### config.mk
export PLATFORM = sky130hd
export DESIGN_NAME = fmma_front
export DESIGN_NICKNAME = d
export VERILOG_FILES = /design/src/rtl/fmma_pkg.sv /design/src/rtl/fmma_front.sv
export SDC_FILE = /design/constraint.sdc
export NUM_CORES = 1
export LEC_CHECK = 0
export ABC_AREA = 1
export ABC_CLOCK_PERIOD_IN_PS = 8100
export BUFFER_PORTS_ARGS = -buffer_cell sky130_fd_sc_hd__buf_2
export CAP_MARGIN = 10
export CORE_ASPECT_RATIO = 1.4
export CORE_MARGIN = 2
export CORE_UTILIZATION = 50
export DETAILED_ROUTE_END_ITERATION = 16
export GPL_TIMING_DRIVEN = 1
export PLACE_DENSITY_LB_ADDON = 0.25
export SETUP_SLACK_MARGIN = 0.1
export SYNTH_ARGS = -nofsm -noshare
export SYNTH_HDL_FRONTEND = slang
export SYNTH_SLANG_ARGS = --single-unit
### constraint.sdc
create_clock -name clk -period 8.1 [get_ports clk]
set_clock_uncertainty 0.15 [all_clocks]
set_input_delay 0.405 -clock clk [delete_from_list [all_inputs] [get_ports clk]]
set_output_delay 0.405 -clock clk [all_outputs]
set_load 0.01 [all_outputs]
### src/rtl/fmma_pkg.sv
// shared types, codes and float rounding helpers for the matrix multiply-accumulate block
package fmma_pkg;

  localparam int MAX_DIM   = 64;
  localparam int IDX_W     = 12;
  localparam int VAL_W     = 32;
  localparam int DIM_W     = 7;
  localparam int CFG_IDX_W = 3;
  localparam int PROD_W    = 14;

  localparam logic [2:0] OP_LOAD_A = 3'd0;
  localparam logic [2:0] OP_LOAD_B = 3'd1;
  localparam logic [2:0] OP_LOAD_C = 3'd2;
  localparam logic [2:0] OP_RUN    = 3'd3;
  localparam logic [2:0] OP_READ_C = 3'd4;

  localparam logic [CFG_IDX_W-1:0] CFG_A_ROWS      = 3'd0;
  localparam logic [CFG_IDX_W-1:0] CFG_A_COLS      = 3'd1;
  localparam logic [CFG_IDX_W-1:0] CFG_B_ROWS      = 3'd2;
  localparam logic [CFG_IDX_W-1:0] CFG_B_COLS      = 3'd3;
  localparam logic [CFG_IDX_W-1:0] CFG_TRANSPOSE_A = 3'd4;
  localparam logic [CFG_IDX_W-1:0] CFG_TRANSPOSE_B = 3'd5;

  localparam logic [1:0] ST_READ = 2'd0;
  localparam logic [1:0] ST_DONE = 2'd1;
  localparam logic [1:0] ST_SKIP = 2'd2;

  localparam logic [DIM_W-1:0] DIM_RESET = 7'd64;
  localparam logic [31:0]      QNAN_DEF  = 32'hFFC0_0000;
  localparam logic [31:0]      QUIET_BIT = 32'h0040_0000;

  typedef enum logic [2:0] {
    CMD_LOAD_A,
    CMD_LOAD_B,
    CMD_LOAD_C,
    CMD_RUN,
    CMD_READ,
    CMD_READ_ZERO
  } cmd_kind_t;

  typedef struct packed {
    cmd_kind_t        kind;
    logic [IDX_W-1:0] index;
    logic [VAL_W-1:0] value;
  } cmd_t;

  typedef struct packed {
    logic [DIM_W-1:0] m;
    logic [DIM_W-1:0] kd;
    logic [DIM_W-1:0] n;
    logic [DIM_W-1:0] a_cols;
    logic [DIM_W-1:0] b_cols;
    logic             ta;
    logic             tb;
    logic             ok;
  } run_cfg_t;

  typedef struct packed {
    logic [1:0] count;
    logic       full;
  } queue_stat_t;

  typedef enum logic [3:0] {
    BK_IDLE,
    BK_RDOUT,
    BK_SKIP,
    BK_DONE,
    BK_C_RD,
    BK_C_LD,
    BK_AB_RD,
    BK_M1,
    BK_M2,
    BK_M3,
    BK_A1,
    BK_A2,
    BK_A3,
    BK_WB
  } back_state_t;

  function automatic logic [5:0] lzc50(input logic [49:0] v);
    logic [5:0] n;
    n = 6'd50;
    for (int i = 0; i < 50; i++) begin
      if (v[i]) n = 6'(49 - i);
    end
    return n;
  endfunction

  // sig has its leading one at bit 47 and biased exponent e
  function automatic logic [31:0] round_pack(input logic s, input logic signed [10:0] e,
                                             input logic [47:0] sig);
    logic [10:0] sh;
    logic [47:0] shifted;
    logic        sticky;
    logic [23:0] m;
    logic        rnd;
    logic        st;
    logic [24:0] mr;
    logic [9:0]  ef;
    logic [32:0] total;
    logic [31:0] res;
    sh      = '0;
    shifted = sig;
    sticky  = 1'b0;
    ef      = '0;
    if (e <= 11'sd0) begin
      sh = 11'(11'sd1 - e);
      if (sh >= 11'd48) begin
        shifted = '0;
        sticky  = |sig;
      end else begin
        shifted = sig >> sh;
        sticky  = |(sig & ~(48'hFFFF_FFFF_FFFF << sh));
      end
    end else begin
      ef = 10'(e - 11'sd1);
    end
    m     = shifted[47:24];
    rnd   = shifted[23];
    st    = (|shifted[22:0]) | sticky;
    mr    = {1'b0, m} + 25'(rnd & (st | m[0]));
    total = {ef, 23'b0} + 33'(mr);
    if (total[32:23] >= 10'd255) res = {s, 8'hFF, 23'b0};
    else res = {s, total[30:0]};
    return res;
  endfunction

endpackage

### src/rtl/fmma_front.sv
// front end: config registers, request decode and command queue
module fmma_front (
  input  logic                               clk,
  input  logic                               rst_n,
  input  logic                               in_valid,
  output logic                               in_ready,
  input  logic [2:0]                         in_op,
  input  logic [fmma_pkg::IDX_W-1:0]         in_index,
  input  logic [fmma_pkg::VAL_W-1:0]         in_value,
  input  logic                               cfg_wr_en,
  input  logic [fmma_pkg::CFG_IDX_W-1:0]     cfg_index,
  input  logic [fmma_pkg::DIM_W-1:0]         cfg_wdata,
  output logic                               q_valid,
  output fmma_pkg::cmd_t                     q_cmd,
  input  logic                               q_pop,
  output fmma_pkg::run_cfg_t                 run_cfg,
  output fmma_pkg::queue_stat_t              q_stat
);

  localparam int DEPTH = fmma_pkg::MAX_DIM * fmma_pkg::MAX_DIM;

  logic [fmma_pkg::DIM_W-1:0] a_rows_r, a_cols_r, b_rows_r, b_cols_r;
  logic                       ta_r, tb_r;

  fmma_pkg::cmd_t     q_r [2];
  logic               wp_r, rp_r;
  logic [1:0]         cnt_r;
  fmma_pkg::cmd_kind_t kind;
  logic               keep;
  logic               in_rng;
  logic               push;
  logic [fmma_pkg::DIM_W-1:0] kb;

  always_ff @(posedge clk) begin
    if (!rst_n) begin
      a_rows_r <= fmma_pkg::DIM_RESET;
      a_cols_r <= fmma_pkg::DIM_RESET;
      b_rows_r <= fmma_pkg::DIM_RESET;
      b_cols_r <= fmma_pkg::DIM_RESET;
      ta_r     <= 1'b0;
      tb_r     <= 1'b0;
    end else if (cfg_wr_en) begin
      case (cfg_index)
        fmma_pkg::CFG_A_ROWS:      a_rows_r <= cfg_wdata;
        fmma_pkg::CFG_A_COLS:      a_cols_r <= cfg_wdata;
        fmma_pkg::CFG_B_ROWS:      b_rows_r <= cfg_wdata;
        fmma_pkg::CFG_B_COLS:      b_cols_r <= cfg_wdata;
        fmma_pkg::CFG_TRANSPOSE_A: ta_r     <= cfg_wdata[0];
        fmma_pkg::CFG_TRANSPOSE_B: tb_r     <= cfg_wdata[0];
        default: ;
      endcase
    end
  end

  function automatic logic dim_ok(input logic [fmma_pkg::DIM_W-1:0] d);
    return (d != '0) && (int'(d) <= fmma_pkg::MAX_DIM);
  endfunction

  always_comb begin
    run_cfg.m      = ta_r ? a_cols_r : a_rows_r;
    run_cfg.kd     = ta_r ? a_rows_r : a_cols_r;
    kb             = tb_r ? b_cols_r : b_rows_r;
    run_cfg.n      = tb_r ? b_rows_r : b_cols_r;
    run_cfg.a_cols = a_cols_r;
    run_cfg.b_cols = b_cols_r;
    run_cfg.ta     = ta_r;
    run_cfg.tb     = tb_r;
    run_cfg.ok     = dim_ok(a_rows_r) && dim_ok(a_cols_r) && dim_ok(b_rows_r) &&
                     dim_ok(b_cols_r) && (run_cfg.kd == kb);
  end

  always_comb begin
    in_rng = int'(in_index) < DEPTH;
    kind   = fmma_pkg::CMD_LOAD_A;
    keep   = 1'b0;
    unique case (in_op)
      fmma_pkg::OP_LOAD_A: begin
        kind = fmma_pkg::CMD_LOAD_A;
        keep = in_rng;
      end
      fmma_pkg::OP_LOAD_B: begin
        kind = fmma_pkg::CMD_LOAD_B;
        keep = in_rng;
      end
      fmma_pkg::OP_LOAD_C: begin
        kind = fmma_pkg::CMD_LOAD_C;
        keep = in_rng;
      end
      fmma_pkg::OP_RUN: begin
        kind = fmma_pkg::CMD_RUN;
        keep = 1'b1;
      end
      fmma_pkg::OP_READ_C: begin
        kind = in_rng ? fmma_pkg::CMD_READ : fmma_pkg::CMD_READ_ZERO;
        keep = 1'b1;
      end
      default: keep = 1'b0;
    endcase
  end

  assign in_ready = cnt_r != 2'd2;
  assign push     = in_valid && in_ready && keep;
  assign q_valid  = cnt_r != 2'd0;
  assign q_cmd    = q_r[rp_r];
  assign q_stat.count = cnt_r;
  assign q_stat.full  = !in_ready;

  always_ff @(posedge clk) begin
    if (push) begin
      q_r[wp_r].kind  <= kind;
      q_r[wp_r].index <= in_index;
      q_r[wp_r].value <= in_value;
    end
  end

  always_ff @(posedge clk) begin
    if (!rst_n) begin
      wp_r  <= 1'b0;
      rp_r  <= 1'b0;
      cnt_r <= 2'd0;
    end else begin
      if (push) wp_r <= !wp_r;
      if (q_pop) rp_r <= !rp_r;
      cnt_r <= cnt_r + 2'(push) - 2'(q_pop);
    end
  end

endmodule

# Yosys cells after proc, flatten, opt, wreduce, memory -nomap -nowiden
# Memories as Yosys holds them, arrays and structs flattened. A register that Yosys moved wholly into a read port is not among the register bits.
# Cells that the tools add are included.
[word_totals] elab_cells=64 input_bits=62 output_inout_bits=90 n_memories=1 reg_bits=34 ramBits=94
[op_classes] muxes=10 n_reduce_logical=27 n_addsub=2 order_cmp=4 n_eq_ne=11
[memory_table] name="q_r" words=2 word_bits=47 rd=1 rd_clocked_by_memory_dff=1 write_ports=1 line_no="fmma_front.sv:25" rtl="fmma_pkg::cmd_t q_r [2];"
[op_table] cell="$le 7x7->1 const B" count=4
[op_table] cell="$mux 7" count=4
[op_table] cell="$reduce_bool 7->1" count=4
[op_table] cell="$eq 3x2->1 const B" count=4
[op_table] cell="$pmux 3 s4" count=1
[op_table] cell="$reduce_and 2->1" count=6
[op_table] cell="$logic_and 1x1->1" count=10
[op_table] cell="$eq 3x3->1 const B" count=3
[op_table] cell="$eq 7x7->1" count=1
[op_table] cell="$eq 3x1->1 const B" count=2
[op_table] cell="$logic_not 3->1" count=2
[op_table] cell="$mux 1" count=5
[op_table] cell="$reduce_or 5->1" count=1
[op_table] cell="$logic_not 1->1" count=3
[op_table] cell="$add 2x1->2" count=1
[op_table] cell="$ne 2x2->1 const B" count=1
[op_table] cell="$reduce_bool 2->1" count=1
[op_table] cell="$sub 2x1->2" count=1

# Longest topological paths before layout
# Gate-level depths: netlist of the first run.
[depth] word_depth=6 mapped_depth=11 depth_no_buf=10

# Worst setup path after synthesis of the first run
# OpenSTA, ideal clock, no wires.
[synth_timing] path_type="register to register" startpoint="register cnt_r[0]" endpoint="memory q_r[0][0] (netlist name) (enable)" slack_ns=4.720 stages_incl_launch_ff=5 arrival_time_ns=2.778 n_path_buf=0 setup_time_ns=0.452 required_time_ns=7.498 period_less_slack_ns=3.380 cell_sequence="dfxtp_1 -> nor2_1 -> inv_1 -> nand3_1 -> nor2_1"
[synth_between] elab_chain_cells=5
[synth_lines] element="start: declaration" line_no="fmma_front.sv:27" rtl="logic [1:0] cnt_r;"
[synth_lines] element="start signal: assignment" line_no="fmma_front.sv:124" rtl="cnt_r <= cnt_r + 2'(push) - 2'(q_pop);"
[synth_lines] element="$ne 2x2->1" line_no="fmma_front.sv:101" rtl="assign in_ready = cnt_r != 2'd2;"
[synth_lines] element="net in_ready" line_no="fmma_front.sv:6" rtl="output logic in_ready,"
[synth_lines] element="$logic_and 1x1->1 (2 in a row)" line_no="fmma_front.sv:102" rtl="assign push = in_valid && in_ready && keep;"
[synth_lines] element="$mux 1" line_no="fmma_front.sv:109" rtl="if (push) begin"
[synth_lines] element="$mux 1 (not written as such)" line_no="fmma_front.sv:112" rtl="q_r[wp_r].value <= in_value;"
[synth_lines] element="end: declaration" line_no="fmma_front.sv:25"
# The timed path passes the listed nets, and every way through them passes these cells.

==> results.yml, run 1 <==
grt:
  grt_pass1_wl_um: 19960
  grt-ovfl-total: 0
  grt_pass1_vias: 3965
  grt_max_degree: 48
  grt_antenna_before_repair: 1
  grtUsageTotal: 0.2214
status:
  outcome: "completed"
synth:
  seq_area_frac_synth: 0.6357
  ys.warnings.count: 0
  synth-simple-area-share: 0.1359
  synth-compound-area-share: 0.06727
  synth_top_family_by_area: "simple AND/OR/NAND/NOR gates"
  synth_mux_area_frac: 0.09549
  synthAdderAreaFrac: 0.004515
  ys_ff_latch: 129
  synthCells: 503
  synthTopCellsByArea: "edfxtp_1, dfxtp_1, mux2_2"
  synth_nets: 567
  netlist.area_leader.share: 0.5093
  yosysTopAreaCell: "edfxtp_1"
  ys_types: 26
  synth.avg_cell_area_um2: 11.02
  syn-cell-area_um2: 5543
  synth_xor_area_frac: 0.003160
die:
  fp.dieW_um: 92.99
  die_h_um: 128.6
  io_pins: 152
  rows: 45
  initial_core_util: 0.5127
  die_area_um2: 11960
  core_area_um2: 10810
clock_network:
  cts_resized: 0
  cts-root-buf: "clkbuf_16"
  postCtsHoldBufs: 0
  cts_buffers: 17
  clock_path_buffers: 2
  clkSlewWorstSetupHoldPaths_ps: 60
  tritoncts: "yes"
  post_cts_buffers: 0
  clock_sinks: 129
  clock_latency_ps: 410
  htree_levels: 4
finish:
  layout-drive-gt1-share: 0.3658
  final_cell_mix: "buf_2, nand2_1, edfxtp_1"
  final_area_um2: 6979
  final_nets: 718
  final_common_cell: "buf_2"
  stdcell_count: 809
  area_delta_synth_final_pct: 25.91
setup_path:
  r2r_end: "cnt_r[1]"
  critPathLaunchType: "flip-flop"
  crit_top_cell: "nand2_1"
  crit_required_ps: 7550
  critPathMaxStageDelay_ps: 930
  cp-startpoint: "ta_r"
  crit_family: "flip-flops"
  path_depth: 11
  cp.arrival_ps: 2190
  path_class: "flip-flop to output port"
  critPathMaxFanout: 28
  slowest_stage: "dfxtp_1"
  r2r_cells: 10
  endpoint: "run_cfg[0]"
  cp_cell_sequence: "inv_8 > nand2_1 > nand2_1 > inv_1 > nand2_1 > nand2_1 > nand2_1 > nor2_1 > nand2_1 > nor2_1 > buf_2"
  path_buf_inv: 3
  cp-end-kind: "output port"
  regToRegSetupSlack_ps: 6120
  rr_startpoint: "cnt_r[1]"
min_path:
  hold_class: "primary input to flip-flop"
  hold_path_startpoint: "in_value[14]"
power:
  p_switching_w: 0.0004096
  clkPwrFrac: 0.449
  cellPowerDensity_nw_per_um2: 251.9
  leakagePower_nw: 2.983
  pwr-share-comb: 0.110
  seq_power_share: 0.441
  ir_worst_vdd_uv: 158.0
  sw_frac_of_total: 0.2329
  p_int_w: 0.001349
placement:
  portBuffers: 151
  gp_congestion: 0.9016
  placed_cells: 776
  hpwl_um: 9078
  place_area_um2: 6361
sta:
  rsz0062_at_grt: "false"
  period_needed_ps: 2741
  hold_violations: 0
  timing.final.crit_share: 0.3383
  clock.fmax_mhz: 364.9
  setup-tns-final_ps: 0
  max_slew_margin: 0.2610
  slew_violations: 0
  worstMarginPinSlew_ps: 1109
  setup_viol: 0
route:
  avgViaCountPerCell: 5.068
  drc: 0
  drt_wl_total_um: 12830
  post_drt_wl_per_cell_um: 15.86
  firstDrtPassIters: 4
  vias: 4100
  ant_nets: 0
  initialDrtViolationCount: 156
run:
  drv_cap: 0
-- power groups by stage --
stage          registers [W]  clock network, W  logic (W)
6_report            0.000776          0.000789   0.000194
3_3_place_gp        0.000787                 0   0.000191
4_1_cts             0.000777          0.000802   0.000196
3_5_place_dp        0.000790                 0   0.000194
5_1_grt             0.000781          0.000828   0.000214
2_1_floorplan       0.000779                 0   0.000124
-- per-layer routing --
| metal | share of wire | GRT usage | vias up |
|---|---|---|---|
| met3 | 0.077 | 0.06440 | 30 |
| met5 | 0 | 0 | - |
| met1 | 0.37 | 0.2429 | 1896 |
| met4 | 0.034 | 0.1064 | 0 |
| met2 | 0.52 | 0.3917 | 165 |
| li1 | - | - | 2009 |
-- state kept, by name, indices dropped and copies added (netlist names), named ones only --
signal,cells
cnt_r,2
ta_r,1
tb_r,1
rp_r,1
b_cols_r,7
a_cols_r,7
wp_r,1
a_rows_r,7
b_rows_r,7
q_r,94
-- synth_stat cells --
cell and number:
nand3_1 13, dfxtp_1 35, mux2_2 47, nand2_1 125
buf_4 4, edfxtp_1 94, nor3b_1 1, or2_2 1
buf_12 1, buf_6 2, nor2_1 31, clkbuf_8 1
inv_1 42, nor2_4 1, buf_2 11, inv_8 1
o211ai_1 1, nor3_1 2, nand2_4 1, ha_1 2
clkbuf_1 3, xnor2_1 2, nand4_1 2, nand2_2 7
a21oi_1 27, o21ai_0 46
-- through the flow --
step	hold WS, ps	setup slack [ps]	utilization	power, W
6_report	31.93	5359	0.6456	0.001758
5_1_grt	20.28	5133	0.6454	0.001823
4_1_cts	16.55	5375	0.6454	0.001774
3_5_place_dp	350.1	5834	0.5884	0.0009844
3_3_place_gp	330.2	5821	0.5884	0.0009780
2_1_floorplan	309.0	4720	-	0.0009023
-- logic make-up after synthesis --
logic type | Yosys count
buffers and inverters | 65
adder cells (fa/ha/maj) | 2
AO/OA/AOI/OAI | 74
AND/OR/NAND/NOR | 184
XOR/XNOR | 2
flip-flops | 129
multiplexers | 47
-- worst register-to-register path, delay by kind of cell, from the launching register on --
family	cells	cell delay (ps)
fa+ha+maj	2	560
flops	1	320
simple gates	2	290
compound gates	2	240
buf+inv	3	180
xor+xnor	1	180
-- how the worst min path moves through the flow --
stage                  to  slack [ps]  cells after the start
2_1_floorplan        wp_r         310                      2
3_3_place_gp     cnt_r[1]         330                      2
3_5_place_dp     cnt_r[1]         350                      2
4_1_cts        q_r[0][30]          20                      1
5_1_grt        q_r[1][37]          20                      1
6_report       q_r[0][14]          30                      1
-- layout make-up --
class	count	area, um2
multi-input cells	309	1713
inverters	43	168.9
flip-flops and latches	129	3525
well taps	141	176.4
repair buffers	154	778.2
fillers	894	3831
diodes	1	2.502
clock buffers	17	425.4
clock inverters	15	190.2
Note: power is estimated with default switching activity, not from simulation.
==> inputs of run 2 (changes only) <==
Settings changed: ABC_CLOCK_PERIOD_IN_PS 8100 to 2300, CORE_UTILIZATION 50 to 47.
Clock period 8.1 ns to 2.3 ns, I/O delays scaled along.
==> run 2 against run 1 <==
Effect of this change: design area rose by 10%; via count up 6.2%; combinational power rose to 4.3 times the previous value; critical endpoint is now tb_r; setup slack lost 5200 ps; critical path type is now primary input to flip-flop; final cell count rose by 8.8%; global-route usage grew 0.44 points; critical path depth is 3 lower; wire length grew 9.1%; non-clock buffer count is 69 higher; sequential power grew to 3.5 times the previous value.
==> results.yml, run 2 (same netlist as run 1, synthesis figures left out) <==
status:
  outcome: "completed"
route:
  drc: 0
  initialDrtViolationCount: 208
  avgViaCountPerCell: 4.950
  ant_nets: 0
  firstDrtPassIters: 4
  post_drt_wl_per_cell_um: 15.91
  vias: 4356
  drt_wl_total_um: 14000
die:
  die_h_um: 132.5
  initial_core_util: 0.4864
  rows: 46
  core_area_um2: 11400
  die_area_um2: 12690
  fp.dieW_um: 95.78
  io_pins: 152
sta:
  period_needed_ps: 2100
  slew_violations: 0
  rsz0062_at_grt: "true"
  worstMarginPinSlew_ps: 538.5
  clock.fmax_mhz: 476.1
  hold_violations: 0
  setup_viol: 0
  timing.final.crit_share: 0.9131
  max_slew_margin: 0.6410
  setup_ws_ps: 199.8
placement:
  place_area_um2: 6445
  hpwl_um: 9206
  gp_congestion: 0.9083
  portBuffers: 151
  dpl_worst_slack_ps: 512.8
clock_network:
  clock_latency_ps: 410
  tritoncts: "yes"
  clock_path_buffers: 2
  clock_sinks: 129
  post_cts_buffers: 0
  htree_levels: 4
  cts-root-buf: "clkbuf_16"
  cts_buffers: 17
  clkSlewWorstSetupHoldPaths_ps: 60
setup_path:
  crit_required_ps: 2500
  critPathMaxStageDelay_ps: 580
  path_class: "primary input to flip-flop"
  cp.arrival_ps: 2300
  critPathLaunchType: "primary input"
  cp-end-kind: "flip-flop"
  critPathMaxFanout: 3
  crit_top_cell: "dlygate4sd3_1"
  crit_family: "buffers and inverters"
  slowest_stage: "dlygate4sd3_1"
  cp_cell_sequence: "dlygate4sd3_1 > buf_2 > inv_1 > nor2_2 > nand3_1 > dlygate4sd3_1 > a21oi_1 > dlygate4sd3_1"
  path_buf_inv: 5
  regToRegSetupSlack_ps: 510
grt:
  grt_pass1_vias: 4505
  grt-ovfl-total: 0
  grt_max_degree: 48
  grt_antenna_before_repair: 0
  grt_pass1_wl_um: 21670
  grtUsageTotal: 0.2258
power:
  cellPowerDensity_nw_per_um2: 803.5
  ir_worst_vdd_uv: 496.6
  leakagePower_nw: 3.272
  power_w: 0.006183
finish:
  antenna_cells: 0
  final_common_cell: "buf_2"
  final_cell_mix: "buf_2, nand2_1, edfxtp_1"
  final_nets: 787
  final_area_um2: 7695
  largest_register_ffs: 94
  regMostFlops: "q_r"
  layout-drive-gt1-share: 0.3383
  area_delta_synth_final_pct: 38.83
min_path:
  hold_class: "primary input to flip-flop"
run:
  drv_cap: 0
run 2: per-stage QoR:
step / instances / utilization / TNS, ps / hold WS [ps]
2_1_floorplan: 503 / - / -30580 / 63.87
6_report: 880 / 0.6752 / 0 / 31.71
3_5_place_dp: 783 / 0.5655 / 0 / 156.3
4_1_cts: 880 / 0.6747 / 0 / 2.060
3_3_place_gp: 783 / 0.5655 / 0 / 152.1
5_1_grt: 880 / 0.6752 / 0 / 52.73
run 2: power by group:
part           leakage (nW)  internal (W)  total, W  switching [W]
Combinational          1.84      0.000396  0.000828       0.000432
Sequential             1.15       0.00264   0.00271      0.0000667
Clock                 0.278       0.00169   0.00264       0.000953
Total                  3.27       0.00473   0.00618        0.00145
run 2: final timing paths:
path,startpoint,end,cells after the start
min reg2reg,b_rows_r[3],b_rows_r[3],2
min,rst_n,a_rows_r[6],2
max reg2reg,cnt_r[1],cnt_r[1],10
max,cfg_index[0],tb_r,8
run 2: worst register-to-register path: stages, from the launching register on:
cell	delay, ps
dfxtp_1	320
inv_1	80
nor2_1	50
inv_1	60
nand3_1	100
ha_1	290
inv_1	40
ha_1	180
xnor2_1	170
o21ai_0	100
a21oi_1	170
run 2: repair_timing:
action | 4_1_cts | 5_1_grt
hold buffers | 65 | 0
endpoints found under the hold margin | 126 | 0
endpoints found under the setup margin | 0 | 2
gates resized for setup | 0 | 2
run 2: per-layer routing:
metal	track usage	part of all wire
met2	0.4056	0.53
met3	0.06891	0.068
met4	0.09683	0.025
met1	0.2371	0.38
met5	0	0
run 2: layout make-up:
cell class              instances  area (um2)
clock inverters                15       167.7
fillers                       885        3701
clock buffers                  17       425.4
repair buffers                223        1513
multi-input cells             309        1715
flip-flops and latches        129        3525
inverters                      43       168.9
well taps                     144       180.2
==> inputs of run 3 (changes only) <==
Settings changed: CORE_ASPECT_RATIO 1.4 to unset.
==> run 3 against run 2 <==
Effect of this change: wire length fell by 3.0%; die area about the same; clock-buffer cell count is 5 higher; register-to-register slack is essentially flat; final cell count increased by 0.34%; via count up 1.5%; fmax is 1.1% lower; critical path type is now flip-flop to output port.
==> results.yml, run 3 (same netlist as run 1, synthesis figures left out) <==
setup_path:
  endpoint: "run_cfg[0]"
  crit_top_cell: "nand2_1"
  r2r_cells: 10
  path_class: "flip-flop to output port"
  critPathLaunchType: "flip-flop"
  slowest_stage: "o21ai_0"
  cp-startpoint: "b_rows_r[3]"
  critPathMaxStageDelay_ps: 370
  cp.arrival_ps: 1860
  r2r_end: "cnt_r[1]"
  cp_cell_sequence: "inv_1 > o21ai_0 > inv_1 > nand2_1 > nand2_1 > nor2_1 > nand2_1 > nor2_1 > buf_2"
  rr_startpoint: "cnt_r[1]"
  critPathMaxFanout: 3
  regToRegSetupSlack_ps: 500
  cp-end-kind: "output port"
  crit_required_ps: 2040
die:
  die_area_um2: 12680
  fp.dieW_um: 112.6
  die_h_um: 112.6
  initial_core_util: 0.4834
  rows: 39
  io_pins: 152
  core_area_um2: 11470
status:
  outcome: "completed"
sta:
  slew_violations: 0
  max_slew_margin: 0.6280
  worstMarginPinSlew_ps: 558.0
  timing.final.crit_share: 0.9237
  period_needed_ps: 2125
  setup-tns-final_ps: 0
  rsz0062_at_grt: "false"
  hold_violations: 0
  clock.fmax_mhz: 470.7
  setup_viol: 0
  setup_ws_ps: 175.4
finish:
  seq_area_um2: 3528
  final_nets: 791
  regMostFlops: "q_r"
  fillCellCount: 851
  area_delta_synth_final_pct: 39.37
  largest_register_ffs: 94
  multi_input_area_um2: 1713
  final_cell_mix: "buf_2, nand2_1, edfxtp_1"
  final_common_cell: "buf_2"
  layout-drive-gt1-share: 0.3473
  antenna_cells: 0
route:
  avgViaCountPerCell: 5.008
  ant_nets: 0
  drt_wl_total_um: 13590
  post_drt_wl_per_cell_um: 15.39
  initialDrtViolationCount: 292
  vias: 4422
  drc: 0
  firstDrtPassIters: 4
grt:
  grt_pass1_vias: 4411
  grt-ovfl-total: 0
  grt_antenna_before_repair: 0
  grt_pass1_wl_um: 21400
  grt_max_degree: 48
  grtUsageTotal: 0.2166
run:
  drv_cap: 0
min_path:
  hold_class: "primary input to flip-flop"
placement:
  dpl_worst_slack_ps: 479.5
  portBuffers: 151
  hpwl_um: 8726
  gp_congestion: 0.8929
clock_network:
  cts_buffers: 17
  clock_path_buffers: 2
  clock_latency_ps: 400
  clock_sinks: 129
  tritoncts: "yes"
  clkSlewWorstSetupHoldPaths_ps: 60
  htree_levels: 4
  cts-root-buf: "clkbuf_16"
power:
  leakagePower_nw: 3.297
  cellPowerDensity_nw_per_um2: 803.2
  ir_worst_vdd_uv: 515.8
-- run 3: cell types whose count changed in the layout (fill, tap and decap cells not counted), sizes merged --
cell         change
clkbuf           +5
buf              +5
inv              -1
clkinv           -4
bufinv           -2
dlygate4sd3      -1
clkinvlp         +2
-- run 3: per-layer routing --
layer | wire, um | vias to the layer above | global-route usage
met5 | 0 | - | 0
met4 | 262 | 0 | 0.09268
met3 | 939 | 21 | 0.05994
met2 | 6943 | 165 | 0.3717
met1 | 5443 | 2079 | 0.2555
li1 | - | 2157 | -
-- run 3: worst max-delay path, delay by kind of cell, from the launching register on --
family | cells | cell delay, ps
AOI/OAI and AO/OA | 1 | 370
buffers and inverters | 3 | 300
DFF | 1 | 350
and+or+nand+nor | 5 | 440
-- run 3: stage by stage --
stage,hold slack (ps),utilization,power [W],instances,cell area [um2]
floorplan,63.87,-,0.003176,503,5548
global placement,153.1,0.5604,0.003467,783,6426
detailed placement,156.0,0.5604,0.003491,783,6426
CTS,26.93,0.6697,0.006243,879,7680
global route,60.75,0.6737,0.006447,883,7725
finish,46.18,0.6737,0.006205,883,7725
-- run 3: cell type report --
class | count | share of cell area
flip-flops and latches | 129 | 0.4568
multi-input cells | 309 | 0.2217
repair buffers | 227 | 0.1966
clock buffers | 22 | 0.06706
well taps | 143 | 0.02316
inverters | 43 | 0.02235
clock inverters | 10 | 0.01231
-- run 3: power by group --
part           internal [W]  switching, W
logic              0.000390      0.000450
registers           0.00264     0.0000513
clock network       0.00171      0.000960
total               0.00474       0.00146
-- run 3: worst min path at each step --
stage / from / to / cells after the start
detailed placement: in_value[31] / q_r[1][31] / 1
CTS: rst_n / b_rows_r[6] / 2
finish: rst_n / cnt_r[0] / 3
floorplan: in_value[0] / q_r[0][0] / 0
global route: rst_n / a_rows_r[6] / 2
global placement: in_value[20] / q_r[0][20] / 1
-- run 3: what timing repair did --
action                     CTS  global route
setup endpoints to repair    0             1
gates resized for setup      0             5
hold buffers                64             0
setup buffers                0             4
hold endpoints to repair   126             0
